File: config.mk
export PLATFORM = sky130hd
export DESIGN_NAME = sd_card_spi_host_sequencer
export DESIGN_NICKNAME = d
export VERILOG_FILES = /design/src/hw/rtl/sdspi_pkg.sv /design/src/hw/rtl/sdspi_cfg_regs.sv /design/src/hw/rtl/sdspi_seq_core.sv /design/src/hw/rtl/sd_card_spi_host_sequencer.sv
export SDC_FILE = /design/constraint.sdc
export NUM_CORES = 1
export LEC_CHECK = 0
export BUFFER_PORTS_ARGS = -buffer_cell sky130_fd_sc_hd__buf_4
export CORE_UTILIZATION = 51
export CTS_BUF_LIST = sky130_fd_sc_hd__clkbuf_2
export CTS_CLUSTER_SIZE = 40
export DETAILED_ROUTE_END_ITERATION = 10
export PLACE_DENSITY = 0.72
export SLEW_MARGIN = 0
export SYNTH_ARGS = -nofsm -noshare
export SYNTH_HDL_FRONTEND = slang
export SYNTH_HIERARCHICAL = 1
export SYNTH_SLANG_ARGS = --single-unit
File: constraint.sdc
create_clock -name clk -period 4.5 [get_ports clk]
set_input_delay 0.9 -clock clk [delete_from_list [all_inputs] [get_ports clk]]
set_output_delay 0.9 -clock clk [all_outputs]
set_load 0.03 [all_outputs]
File: src/hw/rtl/sdspi_pkg.sv
// shared constants and types for the sd card spi host sequencer
package sdspi_pkg;
  localparam int BLOCK_BYTES = 512;
  localparam int WAKE_BYTES = 10;

  localparam logic [1:0] OP_INIT = 2'd0;
  localparam logic [1:0] OP_READ = 2'd1;

  localparam logic [4:0] PH_IDLE = 5'd0;
  localparam logic [4:0] PH_WAKE = 5'd1;
  localparam logic [4:0] PH_C_GO_IDLE = 5'd2;
  localparam logic [4:0] PH_C_IF_COND = 5'd3;
  localparam logic [4:0] PH_IF_TAIL = 5'd4;
  localparam logic [4:0] PH_C_APP_DET = 5'd5;
  localparam logic [4:0] PH_C_ACMD_DET = 5'd6;
  localparam logic [4:0] PH_C_APP_POLL = 5'd7;
  localparam logic [4:0] PH_C_ACMD_POLL = 5'd8;
  localparam logic [4:0] PH_C_CMD1_POLL = 5'd9;
  localparam logic [4:0] PH_C_READ_OCR = 5'd10;
  localparam logic [4:0] PH_OCR_TAIL = 5'd11;
  localparam logic [4:0] PH_C_BLOCKLEN = 5'd12;
  localparam logic [4:0] PH_C_READ = 5'd13;
  localparam logic [4:0] PH_TOKEN = 5'd14;
  localparam logic [4:0] PH_DATA = 5'd15;
  localparam logic [4:0] PH_CRC = 5'd16;
  localparam logic [4:0] PH_FINAL = 5'd17;

  localparam logic [3:0] POLL_STEP = 4'd7;

  localparam logic [1:0] CFG_IDLE_RETRY = 2'd0;
  localparam logic [1:0] CFG_OPCOND_RETRY = 2'd1;
  localparam logic [1:0] CFG_TOKEN_TIMEOUT = 2'd2;
  localparam logic [1:0] CFG_POLL_LIMIT = 2'd3;

  typedef struct packed {
    logic [15:0] idle_retry_limit;
    logic [15:0] opcond_retry_limit;
    logic [15:0] token_timeout;
    logic [7:0]  response_poll_limit;
  } cfg_t;

  typedef struct packed {
    logic [7:0] tx_byte;
    logic       chip_select;
    logic       fast_clock;
    logic [7:0] read_data;
    logic       read_valid;
    logic       done_res;
    logic       failed;
    logic [1:0] card_kind;
  } res_t;
endpackage

File: src/hw/rtl/sdspi_cfg_regs.sv
// configuration register file
module sdspi_cfg_regs (
  input  logic                clk,
  input  logic                rst_n,
  input  logic                cfg_valid,
  output logic                cfg_ready,
  input  logic [1:0]          cfg_index,
  input  logic [15:0]         cfg_data,
  output sdspi_pkg::cfg_t     cfg
);
  sdspi_pkg::cfg_t cfg_r;
  assign cfg_ready = 1'b1;
  assign cfg = cfg_r;
  always_ff @(posedge clk) begin
    if (!rst_n) begin
      cfg_r.idle_retry_limit <= 16'd511;
      cfg_r.opcond_retry_limit <= 16'd32767;
      cfg_r.token_timeout <= 16'hFFFF;
      cfg_r.response_poll_limit <= 8'd10;
    end else if (cfg_valid) begin
      unique case (cfg_index)
        sdspi_pkg::CFG_IDLE_RETRY: cfg_r.idle_retry_limit <= cfg_data;
        sdspi_pkg::CFG_OPCOND_RETRY: cfg_r.opcond_retry_limit <= cfg_data;
        sdspi_pkg::CFG_TOKEN_TIMEOUT: cfg_r.token_timeout <= cfg_data;
        default: cfg_r.response_poll_limit <= cfg_data[7:0];
      endcase
    end
  end
endmodule

File: src/hw/rtl/sdspi_seq_core.sv
// protocol sequencer state and next-transfer logic
module sdspi_seq_core #(
  parameter int WAKE_BYTES = sdspi_pkg::WAKE_BYTES
) (
  input  logic            clk,
  input  logic            rst_n,
  input  logic            step,
  input  sdspi_pkg::cfg_t cfg,
  input  logic [1:0]      operation,
  input  logic [7:0]      rx_byte,
  input  logic [31:0]     block_number,
  input  logic [8:0]      offset,
  input  logic [9:0]      count,
  output sdspi_pkg::res_t res
);
  logic [4:0]  phase_r, phase_nxt;
  logic [3:0]  bstep_r, bstep_nxt;
  logic [15:0] retry_r, retry_nxt;
  logic [9:0]  bidx_r, bidx_nxt;
  logic [1:0]  kind_r, kind_nxt;
  logic [9:0]  wlo_r, wlo_nxt, whi_r, whi_nxt;
  logic [31:0] arg_r, arg_nxt;
  logic        fast_r, fast_nxt;
  logic [7:0]  tx;
  logic        done, fail, rvalid;
  logic [7:0]  lim;
  logic [10:0] wend;

  function automatic logic [7:0] cmd_byte(input logic [4:0] ph, input logic [3:0] bs,
                                          input logic [31:0] arg);
    logic [5:0] num;
    unique case (ph)
      sdspi_pkg::PH_C_GO_IDLE: num = 6'd0;
      sdspi_pkg::PH_C_IF_COND: num = 6'd8;
      sdspi_pkg::PH_C_APP_DET, sdspi_pkg::PH_C_APP_POLL: num = 6'd55;
      sdspi_pkg::PH_C_ACMD_DET, sdspi_pkg::PH_C_ACMD_POLL: num = 6'd41;
      sdspi_pkg::PH_C_CMD1_POLL: num = 6'd1;
      sdspi_pkg::PH_C_READ_OCR: num = 6'd58;
      sdspi_pkg::PH_C_BLOCKLEN: num = 6'd16;
      default: num = 6'd17;
    endcase
    case (bs)
      4'd1: cmd_byte = {2'b01, num};
      4'd2: cmd_byte = arg[31:24];
      4'd3: cmd_byte = arg[23:16];
      4'd4: cmd_byte = arg[15:8];
      4'd5: cmd_byte = arg[7:0];
      4'd6: cmd_byte = (ph == sdspi_pkg::PH_C_GO_IDLE) ? 8'h95 :
                       (ph == sdspi_pkg::PH_C_IF_COND) ? 8'h87 : 8'hFF;
      default: cmd_byte = 8'hFF;
    endcase
  endfunction

  always_comb begin
    logic [4:0] cph;
    logic [31:0] carg;
    logic cmd_start, is_cmd;
    phase_nxt = phase_r; bstep_nxt = bstep_r; retry_nxt = retry_r; bidx_nxt = bidx_r;
    kind_nxt = kind_r; wlo_nxt = wlo_r; whi_nxt = whi_r; arg_nxt = arg_r; fast_nxt = fast_r;
    tx = 8'hFF; done = 1'b0; fail = 1'b0; rvalid = 1'b0;
    cmd_start = 1'b0; cph = sdspi_pkg::PH_C_GO_IDLE; carg = 32'd0;
    lim = (cfg.response_poll_limit == 8'd0) ? 8'd1 : cfg.response_poll_limit;
    wend = {2'b0, offset} + {1'b0, count};
    is_cmd = (phase_r >= sdspi_pkg::PH_C_GO_IDLE && phase_r <= sdspi_pkg::PH_C_IF_COND) ||
             (phase_r >= sdspi_pkg::PH_C_APP_DET && phase_r <= sdspi_pkg::PH_C_READ_OCR) ||
             phase_r == sdspi_pkg::PH_C_BLOCKLEN || phase_r == sdspi_pkg::PH_C_READ;
    if (operation == sdspi_pkg::OP_INIT) begin
      kind_nxt = 2'd0; fast_nxt = 1'b0;
      phase_nxt = sdspi_pkg::PH_WAKE; bidx_nxt = 10'd0;
    end else if (operation == sdspi_pkg::OP_READ) begin
      wlo_nxt = {1'b0, offset};
      whi_nxt = (wend > 11'd512) ? 10'd512 : wend[9:0];
      cmd_start = 1'b1; cph = sdspi_pkg::PH_C_READ;
      carg = (kind_r == 2'd3) ? block_number : {block_number[22:0], 9'd0};
    end else if (is_cmd) begin
      if (bstep_r < sdspi_pkg::POLL_STEP) begin
        bstep_nxt = bstep_r + 4'd1; bidx_nxt = 10'd0;
        tx = cmd_byte(phase_r, bstep_r + 4'd1, arg_r);
      end else begin
        bidx_nxt = bidx_r + 10'd1;
        if (rx_byte != 8'hFF || (bidx_r + 10'd1) >= {2'b0, lim}) begin
          unique case (phase_r)
            sdspi_pkg::PH_C_GO_IDLE:
              if (rx_byte == 8'h01) begin
                cmd_start = 1'b1; cph = sdspi_pkg::PH_C_IF_COND; carg = 32'h1AA;
              end else if (retry_r >= cfg.idle_retry_limit) begin
                done = 1'b1; fail = 1'b1;
              end else begin
                retry_nxt = retry_r + 16'd1; cmd_start = 1'b1;
              end
            sdspi_pkg::PH_C_IF_COND:
              if (!rx_byte[2]) begin
                phase_nxt = sdspi_pkg::PH_IF_TAIL; bidx_nxt = 10'd0;
              end else begin
                cmd_start = 1'b1; cph = sdspi_pkg::PH_C_APP_DET;
              end
            sdspi_pkg::PH_C_APP_DET: begin
              cmd_start = 1'b1; cph = sdspi_pkg::PH_C_ACMD_DET;
            end
            sdspi_pkg::PH_C_ACMD_DET: begin
              if (!rx_byte[2]) kind_nxt = 2'd1;
              retry_nxt = 16'd0; cmd_start = 1'b1;
              cph = (!rx_byte[2] || kind_r != 2'd0) ? sdspi_pkg::PH_C_APP_POLL
                                                    : sdspi_pkg::PH_C_CMD1_POLL;
            end
            sdspi_pkg::PH_C_APP_POLL: begin
              cmd_start = 1'b1; cph = sdspi_pkg::PH_C_ACMD_POLL;
              carg = (kind_r >= 2'd2) ? 32'h40000000 : 32'd0;
            end
            sdspi_pkg::PH_C_ACMD_POLL, sdspi_pkg::PH_C_CMD1_POLL:
              if (!rx_byte[0]) begin
                cmd_start = 1'b1;
                if (kind_r >= 2'd2) cph = sdspi_pkg::PH_C_READ_OCR;
                else begin
                  cph = sdspi_pkg::PH_C_BLOCKLEN; carg = 32'(sdspi_pkg::BLOCK_BYTES);
                end
              end else if (retry_r >= cfg.opcond_retry_limit) begin
                done = 1'b1; fail = 1'b1;
              end else begin
                retry_nxt = retry_r + 16'd1; cmd_start = 1'b1;
                cph = (kind_r != 2'd0) ? sdspi_pkg::PH_C_APP_POLL : sdspi_pkg::PH_C_CMD1_POLL;
              end
            sdspi_pkg::PH_C_READ_OCR:
              if (rx_byte != 8'd0) begin
                done = 1'b1; fail = 1'b1;
              end else begin
                phase_nxt = sdspi_pkg::PH_OCR_TAIL; bidx_nxt = 10'd0;
              end
            sdspi_pkg::PH_C_BLOCKLEN:
              if (rx_byte != 8'd0) begin
                done = 1'b1; fail = 1'b1;
              end else begin
                fast_nxt = 1'b1; done = 1'b1;
              end
            default:
              if (rx_byte != 8'd0) begin
                done = 1'b1; fail = 1'b1;
              end else begin
                retry_nxt = 16'd0; phase_nxt = sdspi_pkg::PH_TOKEN; bidx_nxt = 10'd0;
              end
          endcase
        end
      end
    end else begin
      unique case (phase_r)
        sdspi_pkg::PH_WAKE:
          if ((bidx_r + 10'd1) >= 10'(WAKE_BYTES)) begin
            retry_nxt = 16'd0; cmd_start = 1'b1;
          end else bidx_nxt = bidx_r + 10'd1;
        sdspi_pkg::PH_IF_TAIL:
          if (bidx_r == 10'd2 && !rx_byte[0]) begin
            done = 1'b1; fail = 1'b1;
          end else if (bidx_r >= 10'd3) begin
            if (rx_byte != 8'hAA) begin
              done = 1'b1; fail = 1'b1;
            end else begin
              kind_nxt = 2'd2; retry_nxt = 16'd0; cmd_start = 1'b1;
              cph = sdspi_pkg::PH_C_APP_POLL;
            end
          end else bidx_nxt = bidx_r + 10'd1;
        sdspi_pkg::PH_OCR_TAIL: begin
          if (bidx_r == 10'd0 && rx_byte[6]) kind_nxt = 2'd3;
          if (bidx_r >= 10'd3) begin
            cmd_start = 1'b1; cph = sdspi_pkg::PH_C_BLOCKLEN;
            carg = 32'(sdspi_pkg::BLOCK_BYTES);
          end else bidx_nxt = bidx_r + 10'd1;
        end
        sdspi_pkg::PH_TOKEN:
          if (rx_byte == 8'hFE) begin
            phase_nxt = sdspi_pkg::PH_DATA; bidx_nxt = 10'd0;
          end else if (retry_r >= cfg.token_timeout) begin
            done = 1'b1; fail = 1'b1;
          end else retry_nxt = retry_r + 16'd1;
        sdspi_pkg::PH_DATA: begin
          rvalid = (bidx_r >= wlo_r) && (bidx_r < whi_r);
          bidx_nxt = bidx_r + 10'd1;
          if ((bidx_r + 10'd1) >= 10'(sdspi_pkg::BLOCK_BYTES)) begin
            phase_nxt = sdspi_pkg::PH_CRC; bstep_nxt = 4'd0;
          end
        end
        sdspi_pkg::PH_CRC:
          if (bstep_r == 4'd0) bstep_nxt = 4'd1;
          else phase_nxt = sdspi_pkg::PH_FINAL;
        sdspi_pkg::PH_FINAL: done = 1'b1;
        default: ;
      endcase
    end
    if (cmd_start) begin
      phase_nxt = cph; bstep_nxt = 4'd0; bidx_nxt = 10'd0; arg_nxt = carg;
      tx = cmd_byte(cph, 4'd0, carg);
    end
    if (done) phase_nxt = sdspi_pkg::PH_IDLE;
  end

  always_ff @(posedge clk) begin
    if (!rst_n) begin
      phase_r <= sdspi_pkg::PH_IDLE; bstep_r <= 4'd0; retry_r <= 16'd0; bidx_r <= 10'd0;
      kind_r <= 2'd0; wlo_r <= 10'd0; whi_r <= 10'd0; arg_r <= 32'd0; fast_r <= 1'b0;
    end else if (step) begin
      phase_r <= phase_nxt; bstep_r <= bstep_nxt; retry_r <= retry_nxt; bidx_r <= bidx_nxt;
      kind_r <= kind_nxt; wlo_r <= wlo_nxt; whi_r <= whi_nxt; arg_r <= arg_nxt;
      fast_r <= fast_nxt;
    end
  end

  always_comb begin
    res.tx_byte = tx;
    res.chip_select = !(phase_nxt == sdspi_pkg::PH_IDLE || phase_nxt == sdspi_pkg::PH_WAKE ||
                        phase_nxt == sdspi_pkg::PH_FINAL);
    res.fast_clock = fast_nxt;
    res.read_data = rvalid ? rx_byte : 8'd0;
    res.read_valid = rvalid;
    res.done_res = done;
    res.failed = fail;
    res.card_kind = kind_nxt;
  end
endmodule

File: src/hw/rtl/sd_card_spi_host_sequencer.sv
// top level of the sd card spi host sequencer
// One transaction in gives one transaction out: a request or the byte received from the
// previous transfer enters an input register, the sequencer decides the next transfer in
// combinational logic, and the result sits in an output register. One item per cycle is
// sustained while out_stall is low. The output register holds while out_stall is high and
// the input side stalls only when both registers are full.
module sd_card_spi_host_sequencer #(
  parameter int WAKE_BYTES = sdspi_pkg::WAKE_BYTES
) (
  input  logic        clk,
  input  logic        rst_n,
  input  logic        in_valid,
  output logic        in_stall,
  input  logic [1:0]  in_operation,
  input  logic [7:0]  in_rx_byte,
  input  logic [31:0] in_block_number,
  input  logic [8:0]  in_offset,
  input  logic [9:0]  in_count,
  output logic        out_valid,
  input  logic        out_stall,
  output logic [7:0]  out_tx_byte,
  output logic        out_chip_select,
  output logic        out_fast_clock,
  output logic [7:0]  out_read_data,
  output logic        out_read_valid,
  output logic        out_done_res,
  output logic        out_failed,
  output logic [1:0]  out_card_kind,
  input  logic        cfg_valid,
  output logic        cfg_ready,
  input  logic [1:0]  cfg_index,
  input  logic [15:0] cfg_data
);
  sdspi_pkg::cfg_t cfg;
  sdspi_pkg::res_t res, res_r;
  logic        iv_r, ov_r, step;
  logic [1:0]  op_r;
  logic [7:0]  rx_r;
  logic [31:0] blk_r;
  logic [8:0]  off_r;
  logic [9:0]  cnt_r;

  assign step = iv_r && (!ov_r || !out_stall);
  assign in_stall = iv_r && !step;

  sdspi_cfg_regs u_cfg (
    .clk(clk), .rst_n(rst_n), .cfg_valid(cfg_valid), .cfg_ready(cfg_ready),
    .cfg_index(cfg_index), .cfg_data(cfg_data), .cfg(cfg)
  );

  sdspi_seq_core #(.WAKE_BYTES(WAKE_BYTES)) u_core (
    .clk(clk), .rst_n(rst_n), .step(step), .cfg(cfg), .operation(op_r), .rx_byte(rx_r),
    .block_number(blk_r), .offset(off_r), .count(cnt_r), .res(res)
  );

  always_ff @(posedge clk) begin
    if (!rst_n) begin
      iv_r <= 1'b0; ov_r <= 1'b0;
    end else begin
      if (!in_stall) iv_r <= in_valid;
      if (step) ov_r <= 1'b1;
      else if (!out_stall) ov_r <= 1'b0;
    end
    if (!in_stall && in_valid) begin
      op_r <= in_operation; rx_r <= in_rx_byte; blk_r <= in_block_number;
      off_r <= in_offset; cnt_r <= in_count;
    end
    if (step) res_r <= res;
  end

  assign out_valid = ov_r;
  assign out_tx_byte = res_r.tx_byte;
  assign out_chip_select = res_r.chip_select;
  assign out_fast_clock = res_r.fast_clock;
  assign out_read_data = res_r.read_data;
  assign out_read_valid = res_r.read_valid;
  assign out_done_res = res_r.done_res;
  assign out_failed = res_r.failed;
  assign out_card_kind = res_r.card_kind;
endmodule

# == Yosys cells after proc, flatten, opt, wreduce, memory -nomap -nowiden ==
# Memory sizes are Yosys's and may differ from the RTL's. A register that Yosys moved wholly into a read port is not among the register bits.
# Cells that the tools add are included.
# totals
ff_bits,231
latchBits,0
mem_bits_rw,0
mem_bits_ro,96
input_bits,84
elab_cells,319
memories,1
# classes
addsub,4
n_mul,0
div,0
n_lt_le_gt_ge,16
n_eq_ne,58
shifts,0
mux,156
bitwise_logic,5
n_reduce_logical,51
# mem_list
name,words,word_bits,read_ports,rd_ports_with_merged_regs,write_ports,line_no,source
(name not given),16,6,1,1,0,sdspi_seq_core.sv:32,unique case (ph)
# op_table
op,count
two-way mux 32 bit,8
two-way mux 16 bit,14
two-way mux 10 bit,15
two-way mux 5 bit,22
one-hot mux 32 bit (3 select lines),1
one-hot mux 16 bit (4 select lines),1
one-hot mux 10 bit (5 select lines),1
greater-or-equal comparator 16 bit,3
two-way mux 4 bit,12
one-hot mux 16 bit (3 select lines),1
one-hot mux 8 bit (6 select lines),1
two-way mux 1 bit,47
equality test 5 x 4 -> 1 bit (second input constant),8
two-way mux 31 bit,1
one-hot mux 5 bit (3 select lines),2
one-hot mux 5 bit (6 select lines),1
two-way mux 2 bit,11
equality test 5 x 3 -> 1 bit (second input constant),4
one-hot mux 10 bit (2 select lines),1
AND reduction 18 bit,1
adder 16 x 1 -> 16 bit (second input constant),1
two-way mux 8 bit,2
inequality test 8 bit (second input constant),2
nonzero test 8 bit,2
other kinds (66),128

# == Longest topological paths before layout ==
# Gate-level depths: netlist of the first run.
# depth
word_depth,16
depth_mapped,18
depth_no_buf,16

# == Modules after synthesis ==
# Netlist of the first run, hierarchy kept.
# modules_own_cells
mod,n_inst,cells_per_inst,area_each_um2
sdspi_seq_core,1,1123,8471.9
sd_card_spi_host_sequencer,1,92,2606.2
sdspi_cfg_regs,1,222,2313.5

# == Worst setup path after synthesis of the first run ==
# OpenSTA, ideal clock, no wires.
# synth_path
path_kind,input to register
startpoint,input port out_stall
endpoint,register u_core.retry_r[10]
t_arrival_ps,4724
slack_ps,-352
stages,9
path_buffers,1
path_cell_list,a21boi_0 -> inv_1 -> nor3_1 -> nand3_1 -> a221o_1 -> and2_1 -> o21ai_1 -> clkbuf_1 -> nor2_1
# synth_between
elab_chain_cells,4
# synth_lines
element,line_no,source
from (decl),sd_card_spi_host_sequencer.sv:20,"input logic out_stall,"
logical NOT 1 bit,n/a,
logical OR 1 bit,sd_card_spi_host_sequencer.sv:43,assign step = iv_r && (!ov_r || !out_stall);
logical AND 1 bit,sd_card_spi_host_sequencer.sv:43,
AND reduction 18 bit (no line),n/a,
to (signal assigned),sdspi_seq_core.sv:200,phase_r <= phase_nxt; bstep_r <= bstep_nxt; retry_r <= retry_nxt; bidx_r <= bidx_nxt;
to (decl),sdspi_seq_core.sv:18,"logic [15:0] retry_r, retry_nxt;"
# No other way between the ends.
# A chain may end at the register's enable or synchronous reset.

==> results.md, run 1 <==
- Setup crit start: u_core/bidx_r[1]$_SDFFE_PN0P_
- Core footprint: between 0.02 and 0.03 mm^2
- Most common flop cell mapped by yosys: dfxtp_1
- Initial antenna violation count: 1
- Final ANT Viol Nets: 0
- Most common cell after layout, fill and taps aside: dfxtp_1
- Hold path startpoint: in_rx_byte[5]
- Reg area: between 0.005 and 0.006 mm^2
- R2R depth: 15
- Worst path cell trace: ha_1 > and4_1 > nand2_1 > xnor2_1 > ha_1 > nand2_1 > nor3_1 > a211oi_4 > a21bo_2 > a31oi_4 > mux2_2 > a21oi_1 > o31ai_1 > or4b_1 > a31oi_1
- Register bit total from synthesis: ~240
- Number of flops mapped to enable cells by yosys: 84
- Post-synth cell types: 100
- Slowest cell on crit path: dfxtp_1
- Post-synth net total: ~1600
- Synth-to-Final Area Change: 13.3%
- Status: complete, no violations
- Gr usage total: about a quarter
- Clock skew: 83.7 ps
- Final Hold Slack: 231 ps
- Synthesized cell area: 0.0134 mm^2
- Reg2reg setup slack: 320 ps
- Final non-filler cell total: approximately 2000
- Synth Instances: about 1400
- Vias in the first global route: 10600
- Startpoint types: flop
- Max Slew Vio Count: 0
- Multi-input gate area: around 0.0071 mm^2
- H-tree Lvls: 3
- Global route overflow: 0
- GPL Wtd Cong: between 0.9 and 1
- Type of the worst setup path: flop to flop
- Layout cells sized above 1: about 17%
- DP Cell Count: about 1800
- Clock-pin slew on the worst setup and hold paths: between 100 and 150 ps
- Detailed Place HPWL: 25400 um
- Die width: ~160 um
- Hold_buf cts: 0
- Crit path time final: roughly 4200 ps
- Nature of the critical path endpoint: flop
- Clock tree buffer depth: 3
- FILL cells: about 2300
- Setup TNS: 0 ps
- YS warnings: 6
- Fin crit share: ~93%
- Drt via density: between 5 and 6
- Max Cap Viol: 0
- Die area: 0.0269 mm^2
- P_leak: 6.68 nW
- Worst path max stage delay: 560 ps
- FP Rows: between 50 and 60
- Final setup vio count: 0
- Num CTS Buffers: 66
- Max VDD drop: around 240 uV
- R2R Path Start: u_core/bidx_r[1]$_SDFFE_PN0P_
- Hold Violations, Final: 0
- Vias post-DR: 11100
- TritonCTS clock tree: built
- Nets@finish: 1748
- Largest net degree at the start of global routing: about 100
- RSZ-0062 raised after global routing: no
- Register area share after synthesis: approximately two fifths
- DIE HEIGHT: between 150 and 200 um
- Fmax achieved: between 0.2 and 0.25 GHz
- Worst relative slew slack: between 20% and 30%
- Crit-path max FO: 11
- Slew @ Worst Pin: 1130 ps
- CP top delay family: simple AND/OR/NAND/NOR gates
- # DRC: 0
- Wire per inst: approximately 18 um
- Critical Path AT: slightly below 5000 ps
- Post-CTS resize count: 0
- CTS Sinks: 237
- Mean Syn Cell Area: between 9 and 10 um^2
- Hold Crit Class: input pin to flop
- CTS Root Cell: clkbuf_2
- TritonRoute pass-1 iters: 5
- Critical path required time: around 5200 ps
- PortBufs: roughly 110
- # IOs: between 100 and 150
- FFs w/ async S/R, synth: 0%
- First-pass GRT wire length: between 50000 and 60000 um
- Buf+Inv Stages, Crit Path: 0
- Hold path endpoint: rx_r[5]$_DFFE_PP_
- Initial Util: a little over half
- Most frequent cells in the layout: dfxtp_1, buf_4, nand2_1
- Pwr/cell area: 292 mW/mm^2
- Drt total wl: 34800 um
- DRT iter0 DRCs: approximately 1100
- Post-CTS Setup Bufs: 0
- Hold path depth: 1
- Clk Latency, worst-skew pair: 830 ps
## cell families after synthesis
kind of cell / Yosys count / share of synthesized area, %
mux: 81 / 6.08
other cells: 1 / 0.0280
buf+inv: 179 / 5.62
flops: 237 / 41.7
simple gates: 495 / 19.0
compound gates: 318 / 16.6
fa+ha+maj: 95 / 8.93
xor+xnor: 31 / 2.03
## flip-flops by register name (all words and copies together), names as in the netlist, 9 cells and up, named ones only
signal / flops
off_r: 9
u_core/whi_r: 10
u_core/arg_r: 32
u_core/bidx_r: 10
u_core/wlo_r: 9
u_core/retry_r: 16
u_cfg/cfg: 56
blk_r: 32
cnt_r: 10
## layout make-up
| type | instances | area share, % |
|---|---|---|
| Clock buffer | 97 | 3.20 |
| Clock inverter | 21 | 1.01 |
| Timing Repair Buffer | 139 | 6.96 |
| Antenna cell | 1 | 0.0165 |
| Multi-Input combinational cell | 1021 | 46.7 |
| Inverter | 104 | 2.59 |
| Sequential cell | 237 | 36.8 |
| Tap cell | 330 | 2.72 |
## power by group
| part | total, W | switching [W] | internal (W) |
|---|---|---|---|
| registers | 0.00234 | 0.0000479 | 0.00229 |
| clock network | 0.00162 | 0.000920 | 0.000702 |
| logic | 0.000476 | 0.000280 | 0.000196 |
## worst max path at each step
| stage | slack [ps] | end | cells after the start |
|---|---|---|---|
| after floorplan | 160 | blk_r[0]$_DFFE_PP_ | 2 |
| after global placement | 490 | flop | 15 |
| after detailed placement | 390 | flop | 15 |
| after CTS | 330 | flop | 14 |
| after global routing | 60 | flop | 15 |
| final | 320 | flop | 15 |
## Yosys cell counts (4+ instances only)
| cell type | number | area (um^2) |
|---|---|---|
| nor4_1 | 6 | 37.5 |
| buf_1 | 5 | 18.8 |
| nand3_1 | 39 | 195 |
| a21oi_1 | 100 | 500 |
| o211ai_1 | 6 | 45.0 |
| nor2b_1 | 66 | 413 |
| a211oi_1 | 14 | 105 |
| a22oi_1 | 12 | 90.1 |
| a22o_1 | 9 | 78.8 |
| dfxtp_1 | 153 | 3060 |
| a211o_1 | 4 | 35.0 |
| a31oi_1 | 9 | 56.3 |
| a2111oi_0 | 12 | 105 |
| or4_1 | 4 | 30.0 |
| o21ai_0 | 37 | 185 |
| xor2_1 | 16 | 140 |
| a21o_1 | 27 | 203 |
| a221oi_1 | 5 | 43.8 |
| edfxtp_1 | 84 | 2520 |
| ha_1 | 94 | 1180 |
| nand2_1 | 123 | 462 |
| a21boi_0 | 13 | 97.6 |
| xnor2_1 | 15 | 131 |
| and2_1 | 12 | 75.1 |
| nor3_1 | 44 | 220 |
| clkbuf_1 | 38 | 143 |
| buf_2 | 21 | 105 |
| mux2i_1 | 78 | 781 |
| nor2_1 | 111 | 417 |
| nand2b_1 | 18 | 113 |
| o31ai_1 | 8 | 60.1 |
| nand4_1 | 14 | 87.6 |
| buf_4 | 8 | 60.1 |
| or3_1 | 7 | 43.8 |
| o22ai_1 | 4 | 25.0 |
| and3_1 | 15 | 93.8 |
| o21a_1 | 14 | 105 |
| inv_1 | 102 | 383 |
## per-stage QoR
step                utilization [%]  setup slack, ps  power (W)  area (um^2)
floorplan                         -              163    0.00267        13400
global placement               57.0              489    0.00285        14500
detailed placement             57.0              387    0.00285        14500
CTS                            59.5              331    0.00450        15200
global route                   59.5             58.5    0.00466        15200
finish                         59.5              320    0.00443        15200
## per-layer routing
metal	routed length, um	track usage, %
met5	0	0
met3	2230	5.71
met4	785	9.72
met2	15200	39.9
met1	16500	36.8
Power figures use the tool's default switching activity.
==> run 2, diff against run 1 <==
--- a/config.mk
+++ b/config.mk
@@ -5,14 +5,14 @@
 export SDC_FILE = /design/constraint.sdc
 export NUM_CORES = 1
 export LEC_CHECK = 0
+export ABC_CLOCK_PERIOD_IN_PS = 4500
 export BUFFER_PORTS_ARGS = -buffer_cell sky130_fd_sc_hd__buf_4
 export CORE_UTILIZATION = 51
 export CTS_BUF_LIST = sky130_fd_sc_hd__clkbuf_2
 export CTS_CLUSTER_SIZE = 40
 export DETAILED_ROUTE_END_ITERATION = 10
-export PLACE_DENSITY = 0.72
+export PLACE_DENSITY = 0.73
 export SLEW_MARGIN = 0
 export SYNTH_ARGS = -nofsm -noshare
 export SYNTH_HDL_FRONTEND = slang
-export SYNTH_HIERARCHICAL = 1
 export SYNTH_SLANG_ARGS = --single-unit
==> run 2 against run 1 <==
Compared with the run above:
- cell count shrank 1.5%
- clock skew grew 19 ps
- synthesized area decreased by 4.8%
- largest power group unchanged
- power down 2.4%
- count of clock-buffer cells in the layout shrank 6
- combinational power down 3%
- non-clock buffer count fell by 3
==> results.md, run 2 <==
- Final Core Density: 59.6% (about the same)
- Critical path required time: 5270 ps (+60 ps)
- DIE HEIGHT: 160 um (-2.4%)
- Synthesized cell area: 0.0128 mm^2 (-4.8%)
- FP Rows: 57 (-1.7%)
- Startpoint types: flop
- Reg area: 0.00559 mm^2 (about the same)
- Mean Syn Cell Area: 8.99 um^2 (-3.6%)
- Hold path depth: 1 (unchanged)
- Count leader, synth: nand2_1
- H-tree Lvls: 2 (-1)
- Type of the worst setup path: flop to flop
- DRT iter0 DRCs: 1072 (+2.1%)
- Top post-synthesis cells by area: dfxtp_1, edfxtp_1, ha_1
- Post-synth net total: 1598 (-1.1%)
- # IOs: 110 (unchanged)
- Detailed Place HPWL: 24300 um (-4.2%)
- RSZ-0062 raised after global routing: no
- Tot Pwr: 0.00433 W (-2.4%)
- Top post-synthesis cells by count: nand2_1, dfxtp_1, a21oi_1, nor2_1, inv_1
- Hold Violations, Final: 0 (unchanged)
- FILL cells: 2207 (-3.1%)
- Initial Util: 52.3% (-0.29 points)
- # DRC: 0 (unchanged)
- FFs w/ async S/R, synth: 0% (unchanged)
- Largest net degree at the start of global routing: 62 (-40%)
- Critical Path AT: 4920 ps (+30 ps)
- TritonRoute pass-1 iters: 7 (+2)
- Number of flops mapped to enable cells by yosys: 84 (unchanged)
- Share of the synthesized area in the top cell type: 24.0% (+1.1 points)
- Synth-to-Final Area Change: 13.9%
- Clock-pin slew on the worst setup and hold paths: 110 ps (about the same)
- Initial antenna violation count: 1 (unchanged)
- Clock skew: 103 ps (+19.2 ps)
- Status: complete, no violations
- Final ANT Viol Nets: 0 (unchanged)
- Core footprint: 0.0244 mm^2 (-4.2%)
- TritonCTS clock tree: built
- Max VDD drop: 241 uV (+0.10%)
- Layout cells sized above 1: 16.3% (-1.1 points)
- Register bit total from synthesis: 237 (unchanged)
- Vias post-DR: 11200 (+1.2%)
- Final setup vio count: 0 (unchanged)
- P_leak: 6.22 nW (-6.8%)
- Nature of the critical path endpoint: flop
- Fin crit share: 92.2% (-0.64 points)
- Synth Instances: 1419 (-1.3%)
- Post-synth cell types: 90 (-10%)
- Wire per inst: 17.7 um (-0.56%)
- Max Cap Viol: 0 (unchanged)
- Clock tree buffer depth: 3 (unchanged)
- Vias in the first global route: 10700 (+0.71%)
- Worst relative slew slack: 31.3% (+6.6 points)
- Nets@finish: 1725 (-1.3%)
- Drt via density: 5.82 (+2.7%)
- YS warnings: 0 (-6)
- Fmax achieved: 0.241 GHz (+0.70%)
- R2R depth: 15 (unchanged)
- Gr usage total: 26.7% (+0.39 points)
- Worst path max stage delay: 520 ps (-40 ps)
- Most common flop cell mapped by yosys: dfxtp_1
- Drt total wl: 34100 um (-2.0%)
- Most common cell after layout, fill and taps aside: nand2_1
- Max Slew Vio Count: 0 (unchanged)
- Slowest cell on crit path: dfxtp_1
- Die width: 160 um (-2.4%)
- Crit-path max FO: 11 (unchanged)
- Worst path cell trace: ha_1 > and4_1 > nand2_1 > xnor2_1 > ha_1 > nand2_1 > nand3_1 > or4_4 > a211oi_4 > nor2_4 > a211oi_4 > a21boi_1 > o31a_1 > or4_1 > o22a_1
- CTS Sinks: 237 (unchanged)
- Clk Latency, worst-skew pair: 960 ps (+130 ps)
- PortBufs: 108 (unchanged)
- Synth area leader: dfxtp_1
- Setup TNS: 0 ps (unchanged)
- Global route overflow: 0 (unchanged)
- Num CTS Buffers: 61 (-7.6%)
- Hold Crit Class: input pin to flop
- Crit path time final: 4150 ps (-29.0 ps)
- Register area share after synthesis: 43.8% (+2.1 points)
- Die area: 0.0256 mm^2 (-4.7%)
- Most frequent cells in the layout: nand2_1, dfxtp_1, buf_4
- CTS Root Cell: clkbuf_2
- Pwr/cell area: 298 mW/mm^2 (+1.9%)
- Slew @ Worst Pin: 1030 ps (-99.6 ps)
- First-pass GRT wire length: 55200 um (-0.58%)
- Post-CTS Setup Bufs: 0 (unchanged)
- Multi-input gate area: 0.00652 mm^2 (-7.9%)
- Max FFs per register: 56 (unchanged)
- GPL Wtd Cong: 0.995 (+3.6%)
run 2: cell types whose count changed after synthesis, sizes merged, moves of 8 or more:
cell,delta
a21oi,+18
o21a,-9
a2111oi,-10
nand2,+39
buf,-8
mux2i,-50
a21o,-9
nor2b,-52
nor2,+10
nand4,+10
o211ai,+40
a21boi,-8
run 2: area by class of cell:
type,instances,share of cell area [%]
Antenna cell,3,0.0517
Clock buffer,91,3.14
Clock inverter,20,0.853
Inverter,105,2.71
Multi-Input combinational cell,1005,44.9
Sequential cell,237,38.5
Tap cell,324,2.79
Timing Repair Buffer,136,7.11
run 2: path summary, 6_finish.rpt:
check	slack (ps)	start	end
worst max-delay path	350	u_core.bidx_r[0]$_SDFFE_PN0P_	flop
worst max register to register	350	u_core.bidx_r[0]$_SDFFE_PN0P_	flop
worst min-delay path	110	in_block_number[17]	blk_r[17]$_DFFE_PP_
worst min register to register	460	u_cfg.cfg[51]$_SDFFE_PN0P_	u_cfg.cfg[51]$_SDFFE_PN0P_
run 2: where the power goes:
| part | total, W | internal (W) | switching, W |
|---|---|---|---|
| Combinational | 0.000463 | 0.000182 | 0.000281 |
| Sequential | 0.00234 | 0.00229 | 0.0000489 |
| Clock | 0.00152 | 0.000612 | 0.000910 |
run 2: worst max-delay path, delay by kind of cell, from the launching register on:
| family | cells | cell delay (ps) |
|---|---|---|
| AND/OR/NAND/NOR | 7 | 1520 |
| AO/OA/AOI/OAI | 5 | 1390 |
| flip-flops | 1 | 520 |
| XOR/XNOR | 1 | 170 |
| adder cells (fa/ha/maj) | 2 | 430 |
run 2: kinds of logic after synthesis:
| group | Yosys count | synth area share (%) |
|---|---|---|
| adders and majority gates | 95 | 9.38 |
| xor gates and xnor gates | 29 | 1.99 |
| AOI/OAI and AO/OA | 337 | 17.7 |
| and+or+nand+nor | 512 | 19.3 |
| buffers and inverters | 177 | 5.37 |
| muxes | 31 | 2.46 |
| DFF | 237 | 43.8 |
| other | 1 | 0.0294 |
run 2: per-stage QoR:
stage	setup WS, ps	cell area, um^2	hold slack [ps]	std cells
floorplan	71.4	12800	436	1419
global placement	497	13900	444	1807
detailed placement	404	13900	447	1807
CTS	302	14500	43.2	1918
global route	35.6	14500	42.8	1921
finish	349	14500	109	1921
run 2: timing repair:
action,in CTS,in global routing
hold buffers,0,0
setup endpoints to repair,0,3
gates resized for setup,0,3
run 2: layer usage:
layer,track usage [%],wire length [um]
met4,8.48,736
met2,41.9,15300
met5,0,0
met3,5.69,2420
met1,36.8,15600
==> run 3, diff against run 2 <==
--- a/config.mk
+++ b/config.mk
@@ -6,12 +6,15 @@
 export NUM_CORES = 1
 export LEC_CHECK = 0
 export ABC_CLOCK_PERIOD_IN_PS = 4500
-export BUFFER_PORTS_ARGS = -buffer_cell sky130_fd_sc_hd__buf_4
-export CORE_UTILIZATION = 51
+export CELL_PAD_IN_SITES_DETAIL_PLACEMENT = 0
+export CELL_PAD_IN_SITES_GLOBAL_PLACEMENT = 1
+export CORE_UTILIZATION = 46
 export CTS_BUF_LIST = sky130_fd_sc_hd__clkbuf_2
 export CTS_CLUSTER_SIZE = 40
 export DETAILED_ROUTE_END_ITERATION = 10
-export PLACE_DENSITY = 0.73
+export DONT_BUFFER_PORTS = 1
+export GPL_TIMING_DRIVEN = 0
+export PLACE_DENSITY_LB_ADDON = 0.1
 export SLEW_MARGIN = 0
 export SYNTH_ARGS = -nofsm -noshare
 export SYNTH_HDL_FRONTEND = slang
==> run 3 against run 2 <==
Compared with the run above:
- critical path depth is 1 higher
- cell count is 0.68% lower
- first-iteration DRC count is 19% lower
- largest cell class unchanged
- largest power group unchanged
- worst hold slack worse by 7.5 ps
==> results.md, run 3 (synthesis results as in run 2) <==
- Status: complete, no violations
- R2R depth: 16 (+1)
- Nature of the critical path endpoint: flop
- Worst path cell trace: buf_2 > nand2_1 > nor3_1 > xor2_1 > ha_1 > nand2_1 > nand3_1 > or4_4 > a211oi_4 > nor2_4 > a211oi_4 > a21boi_1 > o31a_1 > buf_2 > nand2b_1 > o31ai_1
- Worst relative slew slack: 14.8% (-17 points)
- Hold Crit Class: input pin to flop
- Hold Violations, Final: 0 (unchanged)
- Largest net degree at the start of global routing: 34 (-45%)
- Initial Util: 47.1% (-5.2 points)
- Global Route met2 Usage: 41.1% (-0.80 points)
- Core footprint: 0.0271 mm^2 (+11%)
- Initial antenna violation count: 1 (unchanged)
- Critical path required time: 5220 ps (-50 ps)
- Crit path time final: 4300 ps (+152 ps)
- Most frequent cells in the layout: nand2_1, dfxtp_1, nor2_1, a21oi_1, clkbuf_2
- Crit-path max FO: 10 (-1)
- Drt total wl: 38200 um (+12%)
- CTS Sinks: 237 (unchanged)
- Synth-to-Final Area Change: 8.91%
- TritonCTS clock tree: built
- CTS Root Cell: clkbuf_2
- Grt met1 use: 37.6% (+0.81 points)
- Busiest grt layer: met2
- Most common cell after layout, fill and taps aside: nand2_1
- Max FFs per register: 56 (unchanged)
- Hold path startpoint: in_block_number[23]
- Slowest cell on crit path: or4_4
- Clock-pin slew on the worst setup and hold paths: 130 ps (+20 ps)
- Wire per inst: 20.0 um (+13%)
- Layout cells sized above 1: 10.4% (-6.0 points)
- GPL Wtd Cong: 0.922 (-7.3%)
- Die width: 169 um (+5.2%)
- Setup TNS: 0 ps (unchanged)
- Pwr/cell area: 315 mW/mm^2 (+5.8%)
- RSZ-0062 raised after global routing: no
- H-tree Lvls: 3 (+1)
- Max Slew Vio Count: 0 (unchanged)
- Finished Cell Area: 0.0139 mm^2 (-4.4%)
- First-pass GRT wire length: 59500 um (+7.6%)
- Clock skew: 102 ps (-1.01 ps)
- TritonRoute pass-1 iters: 6 (-1)
- Critical Path AT: 5020 ps (+100 ps)
- Detailed Place HPWL: 28500 um (+17%)
- Final Core Density: 51.2% (-8.3 points)
- Type of the worst setup path: flop to flop
- Final non-filler cell total: 1908 (-0.68%)
- Slew @ Worst Pin: 1280 ps (+247 ps)
- Max Cap Viol: 0 (unchanged)
- Worst path max stage delay: 440 ps (-80 ps)
- DP Area: 0.0132 mm^2 (-4.9%)
- Reg2reg setup slack: 200 ps (-150 ps)
- P_leak: 5.76 nW (-7.4%)
- Vias in the first global route: 10400 (-2.4%)
- PortBufs: 0 (-100%)
- Startpoint types: flop
- Hold path endpoint: blk_r[23]$_DFFE_PP_
- Die area: 0.0284 mm^2 (+11%)
- Vias post-DR: 10800 (-3.2%)
- # IOs: 110 (unchanged)
- Max VDD drop: 325 uV (+35%)
- Clock tree buffer depth: 3 (unchanged)
- Fmax achieved: 0.232 GHz (-3.5%)
- Global route overflow: 0 (unchanged)
- DRT iter0 DRCs: 869 (-19%)
- GR Layer Usage met3: 7.53% (+1.8 points)
- FP Rows: 60 (+5.3%)
- Fin crit share: 95.6% (+3.4 points)
- Drt via density: 5.67 (-2.6%)
- R2R Path Start: u_core.bidx_r[2]$_SDFFE_PN0P_
- Hold_buf cts: 0 (unchanged)
- # DRC: 0 (unchanged)
- Num CTS Buffers: 66 (+8.2%)
- Final setup vio count: 0 (unchanged)
- Gr usage total: 27.3% (+0.59 points)
- DP Cell Count: 1792 (-0.83%)
- DIE HEIGHT: 169 um (+5.2%)
- Clk Latency, worst-skew pair: 890 ps (-70 ps)
- Hold path depth: 0 (-1)
- Nets@finish: 1668 (-3.3%)
- Final ANT Viol Nets: 0 (unchanged)
run 3: cell count changes in the layout (fill, tap and decap cells not counted), sizes merged:
cell    change
buf       -108
clkinv     -11
clkbuf     +57
diode       -2
inv         +3
run 3: worst max-delay path by stage:
| stage | startpoint | endpoint | slack, ps | depth (start not counted) |
|---|---|---|---|---|
| after CTS | u_core.bidx_r[0]$_SDFFE_PN0P_ | flop | 30 | 17 |
| final | u_core.bidx_r[2]$_SDFFE_PN0P_ | flop | 200 | 16 |
| after global routing | u_core.bidx_r[0]$_SDFFE_PN0P_ | flop | 3 | 15 |
| after global placement | out_stall | off_r[0]$_DFFE_PP_ | -1230 | 2 |
| after floorplan | out_stall | blk_r[0]$_DFFE_PP_ | 70 | 2 |
| after detailed placement | u_core.bidx_r[0]$_SDFFE_PN0P_ | u_core.bidx_r[5]$_SDFFE_PN0P_ | -110 | 16 |
run 3: cell type report:
cell class                 instances  area [um^2]
timing repair buffer               2         27.5
antenna                            1         2.50
multi-input combinational       1005         6500
fill                            2645        13200
buffer                            72          298
clock inverter                    12          104
clock buffer                     102          510
tap                              372          465
inverter                         105          394
sequential                       237         5590
run 3: report_power, final:
part	total, W	internal (W)	switching [W]
Sequential	0.00235	0.00229	0.0000510
Combinational	0.000403	0.000129	0.000273
Clock	0.00163	0.000671	0.000959
Total	0.00438	0.00309	0.00128
run 3: routing by layer:
layer / routed length, um / share of wire, % / vias up
met3: 2860 / 7.5 / 84
li1: - / - / 5297
met2: 16200 / 42 / 403
met5: 0 / 0 / -
met4: 1110 / 2.9 / 0
met1: 18100 / 47 / 5037
run 3: worst max-delay path: cells and delay by family, from the launching register on:
family | cells | cell delay, ps
DFF | 1 | 390
xor gates and xnor gates | 1 | 240
adders and majority gates | 1 | 280
and+or+nand+nor | 7 | 1270
buffers and inverters | 2 | 400
AOI/OAI and AO/OA | 5 | 1560
run 3: what timing repair did:
item | in CTS | in global routing
pin swaps | 0 | 1
cloned | 0 | 0
resized for setup | 1 | 10
setup endpoints to repair | 10 | 40
setup buffers | 0 | 1
run 3: through the flow:
step                setup WS, ps  power, W  hold WS (ps)
floorplan                   71.4   0.00266           436
global placement           -1230   0.00279           444
detailed placement          -111   0.00279           447
CTS                         34.8   0.00443          39.1
global route                2.87   0.00459         0.819
finish                       197   0.00438           102
